<file path="src/sv/u8dec_pkg.sv">
`timescale 1ns / 1ps

package u8dec_pkg;

   localparam int unsigned ByteWidth  = 8;
   localparam int unsigned CodeWidth  = 32;
   localparam int unsigned CountWidth = 3;

   // Fixed offsets removed at the end of a sequence, by trailing-byte count
   localparam logic [CodeWidth-1:0] Offset1 = 32'h0000_3080;
   localparam logic [CodeWidth-1:0] Offset2 = 32'h000E_2080;
   localparam logic [CodeWidth-1:0] Offset3 = 32'h03C8_2080;
   localparam logic [CodeWidth-1:0] Offset4 = 32'hFA08_2080;
   localparam logic [CodeWidth-1:0] Offset5 = 32'h8208_2080;

   typedef struct packed {
      logic [CodeWidth-1:0]  accumulator;
      logic [CountWidth-1:0] bytes_remaining;
      logic [CountWidth-1:0] sequence_length;
   } u8dec_state_type;

   typedef struct packed {
      logic [CodeWidth-1:0] code_point;
      logic                 truncated;
      logic                 final_char;
   } u8dec_result_type;

   // Trailing-byte count announced by a lead byte
   function automatic logic [CountWidth-1:0] lead_trailing(input logic [ByteWidth-1:0] b);
      logic [CountWidth-1:0] t;
      t = '0;
      case (b) inside
         [8'h00:8'hBF]: t = 3'd0;
         [8'hC0:8'hDF]: t = 3'd1;
         [8'hE0:8'hEF]: t = 3'd2;
         [8'hF0:8'hF7]: t = 3'd3;
         [8'hF8:8'hFB]: t = 3'd4;
         default:       t = 3'd5;
      endcase
      return t;
   endfunction

   function automatic logic [CodeWidth-1:0] len_offset(input logic [CountWidth-1:0] n);
      logic [CodeWidth-1:0] o;
      o = '0;
      case (n)
         3'd1:    o = Offset1;
         3'd2:    o = Offset2;
         3'd3:    o = Offset3;
         3'd4:    o = Offset4;
         3'd5:    o = Offset5;
         3'd7:    o = Offset1;
         default: o = '0;
      endcase
      return o;
   endfunction

endpackage

</file>
<file path="src/sv/u8dec_step.sv">
`timescale 1ns / 1ps

module u8dec_step (
   input  u8dec_pkg::u8dec_state_type  cur_state,
   input  logic [7:0]                  byte_in,
   input  logic                        last_byte,
   output u8dec_pkg::u8dec_state_type  nxt_state,
   output logic                        has_result,
   output u8dec_pkg::u8dec_result_type result
);
   import u8dec_pkg::*;

   logic [CountWidth-1:0] trail;
   logic [CodeWidth-1:0]  sum;

   assign trail = lead_trailing(byte_in);
   assign sum   = cur_state.accumulator + {{(CodeWidth-ByteWidth){1'b0}}, byte_in};

   always_comb begin
      nxt_state         = '0;
      has_result        = 1'b0;
      result.code_point = '0;
      result.truncated  = 1'b0;
      result.final_char = last_byte;
      if (cur_state.bytes_remaining == '0) begin
         if (trail == '0) begin
            has_result        = 1'b1;
            result.code_point = {{(CodeWidth-ByteWidth){1'b0}}, byte_in};
         end else if (last_byte) begin
            has_result       = 1'b1;
            result.truncated = 1'b1;
         end else begin
            // open a sequence
            nxt_state.accumulator     = {{(CodeWidth-ByteWidth-6){1'b0}}, byte_in, 6'b0};
            nxt_state.bytes_remaining = trail;
            nxt_state.sequence_length = trail;
         end
      end else if (cur_state.bytes_remaining == 3'd1) begin
         has_result        = 1'b1;
         result.code_point = sum - len_offset(cur_state.sequence_length);
      end else if (last_byte) begin
         has_result       = 1'b1;
         result.truncated = 1'b1;
      end else begin
         nxt_state.accumulator     = {sum[CodeWidth-7:0], 6'b0};
         nxt_state.bytes_remaining = cur_state.bytes_remaining - 3'd1;
         nxt_state.sequence_length = cur_state.sequence_length;
      end
   end

endmodule

</file>
<file path="src/sv/u8dec_out_buf.sv">
`timescale 1ns / 1ps

module u8dec_out_buf (
   input  logic                        clock,
   input  logic                        reset,
   input  logic                        push,
   input  u8dec_pkg::u8dec_result_type push_data,
   output logic                        space,
   output logic                        rsp_valid,
   input  logic                        rsp_ready,
   output u8dec_pkg::u8dec_result_type rsp_data
);
   import u8dec_pkg::*;

   logic             main_valid_ff, main_valid_in;
   logic             skid_valid_ff, skid_valid_in;
   u8dec_result_type main_ff, main_in;
   u8dec_result_type skid_ff, skid_in;
   logic             pop;

   assign pop       = main_valid_ff & rsp_ready;
   assign space     = ~skid_valid_ff;
   assign rsp_valid = main_valid_ff;
   assign rsp_data  = main_ff;

   always_comb begin
      main_valid_in = main_valid_ff;
      skid_valid_in = skid_valid_ff;
      main_in       = main_ff;
      skid_in       = skid_ff;
      if (pop) begin
         if (skid_valid_ff) begin
            // advance the parked word
            main_in       = skid_ff;
            skid_valid_in = 1'b0;
         end else begin
            main_valid_in = push;
            main_in       = push_data;
         end
      end else if (push) begin
         if (main_valid_ff) begin
            skid_valid_in = 1'b1;
            skid_in       = push_data;
         end else begin
            main_valid_in = 1'b1;
            main_in       = push_data;
         end
      end
   end

   always_ff @(posedge clock) begin
      if (reset) begin
         main_valid_ff <= 1'b0;
         skid_valid_ff <= 1'b0;
      end else begin
         main_valid_ff <= main_valid_in;
         skid_valid_ff <= skid_valid_in;
      end
      main_ff <= main_in;
      skid_ff <= skid_in;
   end

endmodule

</file>
<file path="src/sv/utf8_to_utf32_decoder.sv">
`timescale 1ns / 1ps
// A result word is registered in the output buffer before it is valid on rsp_.
// Throughput: one input word per cycle while req_ready is high; the sequence update is one add, subtract and shift.
// A two-entry output buffer keeps req_ready high while one result waits on rsp_ready.
// Reset clears the sequence state to idle and empties the output buffer.
module utf8_to_utf32_decoder (
   input  logic        clock,
   input  logic        reset,
   input  logic        req_valid,
   output logic        req_ready,
   input  logic [7:0]  req_byte_in,
   input  logic        req_last_byte,
   output logic        rsp_valid,
   input  logic        rsp_ready,
   output logic [31:0] rsp_code_point,
   output logic        rsp_truncated,
   output logic        rsp_final_char
);
   import u8dec_pkg::*;

   u8dec_state_type  state_ff, state_in;
   u8dec_state_type  step_state;
   u8dec_result_type step_result;
   u8dec_result_type out_data;
   logic             step_has_result;
   logic             accept;
   logic             space;

   assign req_ready = space;
   assign accept    = req_valid & space;

   u8dec_step u_step (
      .cur_state  (state_ff),
      .byte_in    (req_byte_in),
      .last_byte  (req_last_byte),
      .nxt_state  (step_state),
      .has_result (step_has_result),
      .result     (step_result)
   );

   // hold state unless a word is taken
   assign state_in = accept ? step_state : state_ff;

   always_ff @(posedge clock) begin
      if (reset) begin
         state_ff <= '0;
      end else begin
         state_ff <= state_in;
      end
   end

   u8dec_out_buf u_out_buf (
      .clock     (clock),
      .reset     (reset),
      .push      (accept & step_has_result),
      .push_data (step_result),
      .space     (space),
      .rsp_valid (rsp_valid),
      .rsp_ready (rsp_ready),
      .rsp_data  (out_data)
   );

   assign rsp_code_point = out_data.code_point;
   assign rsp_truncated  = out_data.truncated;
   assign rsp_final_char = out_data.final_char;

endmodule

</file>
<file path="config.mk">
export PLATFORM = sky130hd
export DESIGN_NAME = utf8_to_utf32_decoder
export DESIGN_NICKNAME = d
export VERILOG_FILES = /design/src/sv/u8dec_pkg.sv /design/src/sv/u8dec_step.sv /design/src/sv/u8dec_out_buf.sv /design/src/sv/utf8_to_utf32_decoder.sv
export SDC_FILE = /design/constraint.sdc
export NUM_CORES = 1
export LEC_CHECK = 0
export BUFFER_PORTS_ARGS = -buffer_cell sky130_fd_sc_hd__buf_2
export CELL_PAD_IN_SITES_DETAIL_PLACEMENT = 1
export CELL_PAD_IN_SITES_GLOBAL_PLACEMENT = 2
export CORE_UTILIZATION = 41
export DETAILED_ROUTE_END_ITERATION = 10
export PLACE_DENSITY_LB_ADDON = 0.1
export REMOVE_ABC_BUFFERS = 1
export SYNTH_ARGS = -nofsm -noshare
export SYNTH_HDL_FRONTEND = slang
export SYNTH_HIERARCHICAL = 1
export SYNTH_SLANG_ARGS = --single-unit
</file>
<file path="constraint.sdc">
create_clock -name clock -period 7.7 [get_ports clock]
set_clock_uncertainty 0.05 [all_clocks]
set_input_delay 2.31 -clock clock [delete_from_list [all_inputs] [get_ports clock]]
set_output_delay 2.31 -clock clock [all_outputs]
set_load 0.03 [all_outputs]
</file>
==> impl_metrics.csv, run 1 <==
group,metric,value,unit
power_and_ir_drop,leakage,2.996,nW
clocking,cts_sinks,108,
sta,min_period_over_period,0.8626,
clocking,clkTransAtPathRegs,80,ps
detailed_routing,initialDrtViolationCount,230,
global_route,grt_max_degree,50,
synthesis,synth.distinct_cells,75,
power_and_ir_drop,total_power,1.345,mW
detailed_routing,wl_per_cell,19.99,um
synthesis,synth_area_leader_cell,"edfxtp_1",
critical_path,path_delay_family,"compound AO/OA/AOI/OAI gates",
floorplan,rows,48,
finish,diodes,0,
critical_path,cpMostUsedCell,"ha_1",
global_route,antenna_found_initial,0,
critical_path,max_stage_delay,470,ps
placement,routabilityCongestion,0.8150,
finish,nNetsFinal,767,
critical_path,crit_slowest_cell,"a21oi_1",
run_status,outcome,"complete, no violations",
synthesis,ys_seq_area_frac,0.3816,
clocking,cts-root-buf,"clkbuf_16",
placement,numPortBuffers,48,
placement,place_hpwl,14.18,mm
synthesis,ys.flop_type,"edfxtp_1",
clocking,cts_tree,"done",
sta,finalMaxSlewViolations,0,
floorplan,coreArea,17540,um2
global_route,grt_usage,0.2190,
placement,dp.cells,940,
sta,finalSetupViolations,0,
sta,timing.hold.ws,499.8,ps
detailed_routing,drc,0,
sta,setup_tns,0,ps
finish,areaGrowthSynthToFinish,7.021,%
placement,placed_area,7672,um2
detailed_routing,routed_wl,19.12,mm
synthesis,synth_area_leaders,"edfxtp_1 (27%), dfxtp_1 (11%), mux2_4 (6.0%), a21oi_2 (4.7%), ha_1 (4.5%)",
clocking,htreeDepth,3,
floorplan,ios,49,
synthesis,netlist_instances,696,
critical_path,crit_buf_inv,2,
sta,fmax,0.1505,GHz
sta,fin_ws,1058,ps
clocking,hold_buffers,0,
detailed_routing,drtPass1Iterations,5,
sta,final.min_clock_period,6642,ps
detailed_routing,viasPerCell,5.681,
floorplan,fp.dieH,136.8,um
finish,nFillCells,1973,
clocking,numCtsBuffers,9,
sta,tightestPinTransition,1187,ps
critical_path,crit_fanout,7,
clocking,cts_resized,0,
critical_path,path_cells,"buf_2 > ha_1 > inv_1 > fa_1 > nand2b_1 > a21o_1 > a21oi_1 > nand2_1 > xnor2_1 > ha_1 > or2_2 > o41a_1 > a2111oi_4 > o21ai_1 > a41oi_2 > mux2i_1 > mux2_4",
synthesis,synth_area,7450,um2
synthesis,syn_area_per_cell,10.70,um2
global_route,first_global_vias,5648,
job,cap_violations,0,
synthesis,synth_edf_count,68,
synthesis,ys_seq_elements,108,
floorplan,dieArea,18710,um2
critical_path,critPathLaunchType,"primary input",
synthesis,synthArstFlopShare,0,
finish,drive_above_1_share,0.3119,
critical_path,worstPathRequired,7770,ps
placement,pre_cts_ws,687.7,ps
finish,postLayoutCellArea,7973,um2
sta,grt_setup_unrepaired,"no",
detailed_routing,ant_nets,0,
critical_path,worstPathArrival,6710,ps
floorplan,die_w,136.8,um
finish,finalNonFillerCells,956,
clocking,clk_latency,360,ps
critical_path,criticalPathCategory,"primary input to flop",
hold_path,holdCritPathClass,"flop to flop",
clocking,post_cts_buffers,0,
power_and_ir_drop,vdd_drop_max,0.1030,mV
sta,relSlewSlack,0.2028,
detailed_routing,vias,5431,
finish,final_util,0.4546,
critical_path,crit_path_end_kind,"flop",
floorplan,start_util,0.4248,
synthesis,yosysWarnings,6,
power_and_ir_drop,powerDensity,168.7,nW/um2
synthesis,synth_top_area_frac,0.2741,
sta,hold_viol,0,
global_route,grt_pass1_wl,31.37,mm
global_route,grt-ovfl-total,0,
clocking,clockBufferDepth,2,
cell type report:
type                            instances  area [um2]  share of cell area
Inverter                               18       67.56            0.008475
Timing Repair Buffer                   57       307.8             0.03861
Multi-Input combinational cell        532        4173              0.5234
Clock buffer                            9       225.2             0.02825
Tap cell                              225       281.5             0.03531
Clock inverter                          7       75.07            0.009416
Sequential cell                       108        2843              0.3566
per-layer routing:
layer / global-route usage / wire [um]
met3: 0.03519 / 699
met2: 0.3370 / 8535
met4: 0.05006 / 112
met5: 0 / 0
met1: 0.3194 / 9769
synthesized netlist by cell type (4+ instances only):
cell type and number:
edfxtp_1 68, nor2_1 43, a21oi_2 40, dfxtp_1 40, nand2_1 37, nand3_1 31
mux2_4 30, nand3_2 30, a21bo_2 29, a21oi_1 29, ha_1 27, xnor2_1 21
inv_1 18, o21ai_0 18, and2_1 15, nor3_1 13, xor2_1 13, buf_4 12
a22o_1 11, clkbuf_1 11, a21bo_1 9, a21o_1 9, nand4_1 9, a211oi_1 8
and3_1 8, buf_6 8, or3_1 8, and4_1 6, buf_12 6, nand2b_1 6
nor4_1 6, mux2_2 5, o211ai_1 5, a31o_2 4, nor3b_1 4, o21a_1 4
o21bai_1 4
cells in the final DEF, fill, tap and decap left out, types with 11 or more instances in the layout:
cell	instances
edfxtp_1	68
buf_2	48
nor2_1	42
a21oi_2	40
dfxtp_1	40
nand2_1	37
nand3_1	31
nand3_2	30
mux2_4	30
a21bo_2	29
a21oi_1	29
ha_1	27
xnor2_1	21
o21ai_0	18
inv_1	17
and2_1	15
xor2_1	13
nor3_1	13
a22o_1	11
flip-flops by register name (all words and copies together), names as in the netlist:
signal	cells
u_out_buf/rsp_valid	1
u_out_buf/rsp_data	34
u_out_buf/skid_valid_ff	1
u_out_buf/skid_ff	34
state_ff	38
worst paths after layout:
path / startpoint / end / slack (ps) / cells after the start
worst max register to register: state_ff[6] / u_out_buf/rsp_data[27] / 2740 / 16
worst max-delay path: req_byte_in[0] / u_out_buf/rsp_data[27] / 1060 / 17
worst min-delay path: u_out_buf/skid_ff[25] / u_out_buf/rsp_data[25] / 500 / 1
worst min register to register: u_out_buf/skid_ff[25] / u_out_buf/rsp_data[25] / 500 / 1
cells by family after synthesis:
group / after synthesis / share of synthesized area
compound gates: 197 / 0.2150
xor+xnor: 34 / 0.03997
fa+ha+maj: 28 / 0.04803
buf+inv: 61 / 0.06265
flops: 108 / 0.3816
mux: 37 / 0.07071
other cells: 1 / 0.0005034
simple gates: 230 / 0.1816
report_power, final:
part / switching (mW) / internal [mW]
Combinational: 0.147 / 0.0698
Clock: 0.246 / 0.232
Sequential: 0.0102 / 0.641
Power figures use the tool's default switching activity.
==> inputs of run 2 (changes only) <==
--- a/config.mk
+++ b/config.mk
@@ -8,11 +8,10 @@
 export BUFFER_PORTS_ARGS = -buffer_cell sky130_fd_sc_hd__buf_2
 export CELL_PAD_IN_SITES_DETAIL_PLACEMENT = 1
 export CELL_PAD_IN_SITES_GLOBAL_PLACEMENT = 2
-export CORE_UTILIZATION = 41
+export CORE_UTILIZATION = 42
 export DETAILED_ROUTE_END_ITERATION = 10
 export PLACE_DENSITY_LB_ADDON = 0.1
 export REMOVE_ABC_BUFFERS = 1
 export SYNTH_ARGS = -nofsm -noshare
 export SYNTH_HDL_FRONTEND = slang
-export SYNTH_HIERARCHICAL = 1
 export SYNTH_SLANG_ARGS = --single-unit
==> constraint.sdc (replaced) <==
create_clock -name clock -period 7.9 [get_ports clock]
set_clock_uncertainty 0.05 [all_clocks]
set_input_delay 2.37 -clock clock [delete_from_list [all_inputs] [get_ports clock]]
set_output_delay 2.37 -clock clock [all_outputs]
set_load 0.03 [all_outputs]
==> run 2 against run 1 <==
  * First-iteration DRC count increased by 20%
  * Die area shrank 27%
  * Area after synthesis is 25% lower
  * Clock power is 11% lower
  * Global-route usage barely moved
  * Register-to-register slack gained 810 ps
  * Combinational power decreased by 7%
  * Count of clock-buffer cells in the layout increased by 1
  * Worst hold slack got worse by 28 ps
  * Largest cell class is now registers
==> impl_metrics.csv, run 2 <==
group,metric,value,unit
synthesis,synth-adder-area-share,0.04855,
power_and_ir_drop,leakage,2.366,nW
sta,finalMaxSlewViolations,0,
sta,relSlewSlack,0.2458,
clocking,clk_latency,350,ps
critical_path,max_stage_delay,500,ps
global_route,grt_pass1_wl,22.51,mm
clocking,clkTransAtPathRegs,70,ps
sta,hold_viol,0,
clocking,clockBufferDepth,2,
floorplan,die_w,117.1,um
floorplan,fp.dieH,117.1,um
hold_path,hold_path_depth,2,
detailed_routing,routed_wl,14.02,mm
synthesis,synth_area_leader_cell,"edfxtp_1",
synthesis,yosysWarnings,0,
clocking,cts_sinks,102,
job,cap_violations,0,
clocking,cts_resized,0,
floorplan,ios,49,
critical_path,criticalPathCategory,"primary input to flop",
power_and_ir_drop,vdd_drop_max,0.09444,mV
synthesis,synth-compound-area-share,0.1430,
detailed_routing,drtPass1Iterations,4,
synthesis,synth-simple-area-share,0.1816,
critical_path,ff2ff_path_depth,14,
detailed_routing,vias,4239,
clocking,post_cts_buffers,0,
critical_path,path_cells,"buf_2 > ha_1 > fa_1 > and2_1 > nand3_1 > xnor2_1 > ha_1 > a21oi_1 > nor2b_1 > a2111o_1 > a2111oi_2 > a21oi_1 > o41ai_2 > xor2_1 > o21ai_1",
sta,tightestPinTransition,1128,ps
synthesis,ys_seq_elements,102,
sta,final.min_clock_period,6161,ps
sta,setup_tns,0,ps
critical_path,reg2reg_to,"u_out_buf.rsp_data[31]",
critical_path,crit_fanout,7,
clocking,cts-root-buf,"clkbuf_16",
critical_path,reg2reg_from,"state_ff[12]",
global_route,first_global_vias,4150,
floorplan,rows,41,
detailed_routing,wl_per_cell,18.22,um
clocking,hold_buffers,0,
global_route,grt-ovfl-total,0,
critical_path,crit_path_end_kind,"flop",
synthesis,ys.flop_type,"edfxtp_1",
global_route,antenna_found_initial,0,
critical_path,rrSetupSlack,3550,ps
placement,numPortBuffers,48,
critical_path,crit_slowest_cell,"fa_1",
finish,drive_above_1_share,0.1642,
synthesis,synth_top_area_frac,0.3668,
synthesis,synthMuxAreaShare,0.03416,
placement,pre_cts_ws,1407,ps
clocking,numCtsBuffers,9,
synthesis,syn_area_per_cell,10.05,um2
global_route,grt_usage,0.2186,
critical_path,critPathLaunchType,"primary input",
finish,nNetsFinal,626,
power_and_ir_drop,powerDensity,199.1,nW/um2
synthesis,ys_seq_area_frac,0.4891,
synthesis,synth_most_common_cell,"nor2_1",
critical_path,path_delay_family,"compound AO/OA/AOI/OAI gates",
floorplan,coreArea,12770,um2
critical_path,crit_buf_inv,1,
finish,multiInputGateArea,2694,um2
detailed_routing,viasPerCell,5.512,
synthesis,synth_top_family_by_area,"simple AND/OR/NAND/NOR gates",
detailed_routing,ant_nets,0,
detailed_routing,drc,0,
detailed_routing,initialDrtViolationCount,275,
sta,min_period_over_period,0.7798,
synthesis,synthArstFlopShare,0,
sta,grt_setup_unrepaired,"no",
finish,diodes,0,
floorplan,start_util,0.4358,
synthesis,synth_area_leaders,"edfxtp_1 (37%), dfxtp_1 (12%), nor2_1 (5.4%), ha_1 (4.5%), xnor2_1 (4.4%)",
synthesis,synth_edf_count,68,
finish,areaGrowthSynthToFinish,11.73,%
hold_path,worstHoldStart,"state_ff[1]",
synthesis,synth_common_cells,"nor2_1 (80), edfxtp_1 (68), nand2_1 (57), dfxtp_1 (34)",
finish,register_area,2723,um2
floorplan,dieArea,13720,um2
sta,finalSetupViolations,0,
sta,fmax,0.1623,GHz
run_status,outcome,"complete, no violations",
synthesis,synth.distinct_cells,60,
global_route,grt_max_degree,35,
synthesis,netlist_instances,554,
sta,fin_ws,1739,ps
finish,nFillCells,1463,
finish,final_common_cell,"nor2_1",
hold_path,holdPathEnd,"state_ff[1]",
synthesis,synth-xor-area-share,0.07552,
placement,routabilityCongestion,0.8550,
critical_path,worstPathArrival,6210,ps
finish,mostFrequentLayoutCells,"nor2_1 (79), edfxtp_1 (68), nand2_1 (57)",
clocking,cts_tree,"done",
placement,place_hpwl,10.38,mm
synthesis,synth_area,5567,um2
hold_path,holdCritPathClass,"flop to flop",
clocking,htreeDepth,3,
critical_path,worstPathRequired,7950,ps
run 2: metrics by stage:
stage	util	hold slack, ps	total power [mW]	instance area (um2)	cells
CTS	0.4869	470.4	1.248	6220	769
detailed placement	0.4656	454.2	0.8270	5947	753
global route	0.4869	503.6	1.282	6220	769
finish	0.4869	471.8	1.238	6220	769
global placement	0.4656	442.3	0.8213	5947	753
floorplan	-	419.4	0.7651	5455	529
run 2: logic make-up (layout without fill, tap and decap cells):
family,after synthesis,after routing
XOR/XNOR,48,48
adder cells (fa/ha/maj),21,21
multiplexers,17,17
flip-flops,102,102
buffers and inverters,37,80
AO/OA/AOI/OAI,114,114
AND/OR/NAND/NOR,215,215
run 2: cell type report:
class	count	area share
timing repair buffer	52	0.04345
clock inverter	6	0.007041
clock buffer	10	0.03681
multi-input combinational	415	0.4331
inverter	12	0.007242
tap	172	0.03460
sequential	102	0.4377
run 2: worst max-delay path by stage:
stage	start	to	slack, ps	depth (start not counted)
2_1_floorplan	req_valid	u_out_buf.rsp_data[0]	2000	3
3_3_place_gp	req_byte_in[6]	u_out_buf.rsp_data[32]	1560	15
3_5_place_dp	req_byte_in[6]	u_out_buf.rsp_data[32]	1410	15
4_1_cts	req_byte_in[6]	u_out_buf.rsp_data[31]	1760	15
5_1_grt	req_byte_in[6]	u_out_buf.rsp_data[31]	1480	15
6_report	req_byte_in[6]	u_out_buf.rsp_data[31]	1740	15
run 2: routing by layer:
layer  up-vias  wire [um]  GRT usage
li1       2077          -          -
met4         0        142    0.07173
met5         -          0          0
met1      2080       7167     0.3193
met3         8        505    0.02317
met2        74       6199     0.3385
run 2: report_power, final:
group / leakage [nW] / switching, mW / total, mW / internal (mW)
registers: 0.912 / 0.0120 / 0.613 / 0.601
clock network: 0.133 / 0.208 / 0.424 / 0.216
logic: 1.32 / 0.138 / 0.201 / 0.0633
total: 2.37 / 0.358 / 1.24 / 0.880
run 2: tightest hold or removal path, cell delays in order, from the launching register on:
cell and delay (ps):
dfxtp_1 350, a21oi_1 70, nor2_1 70
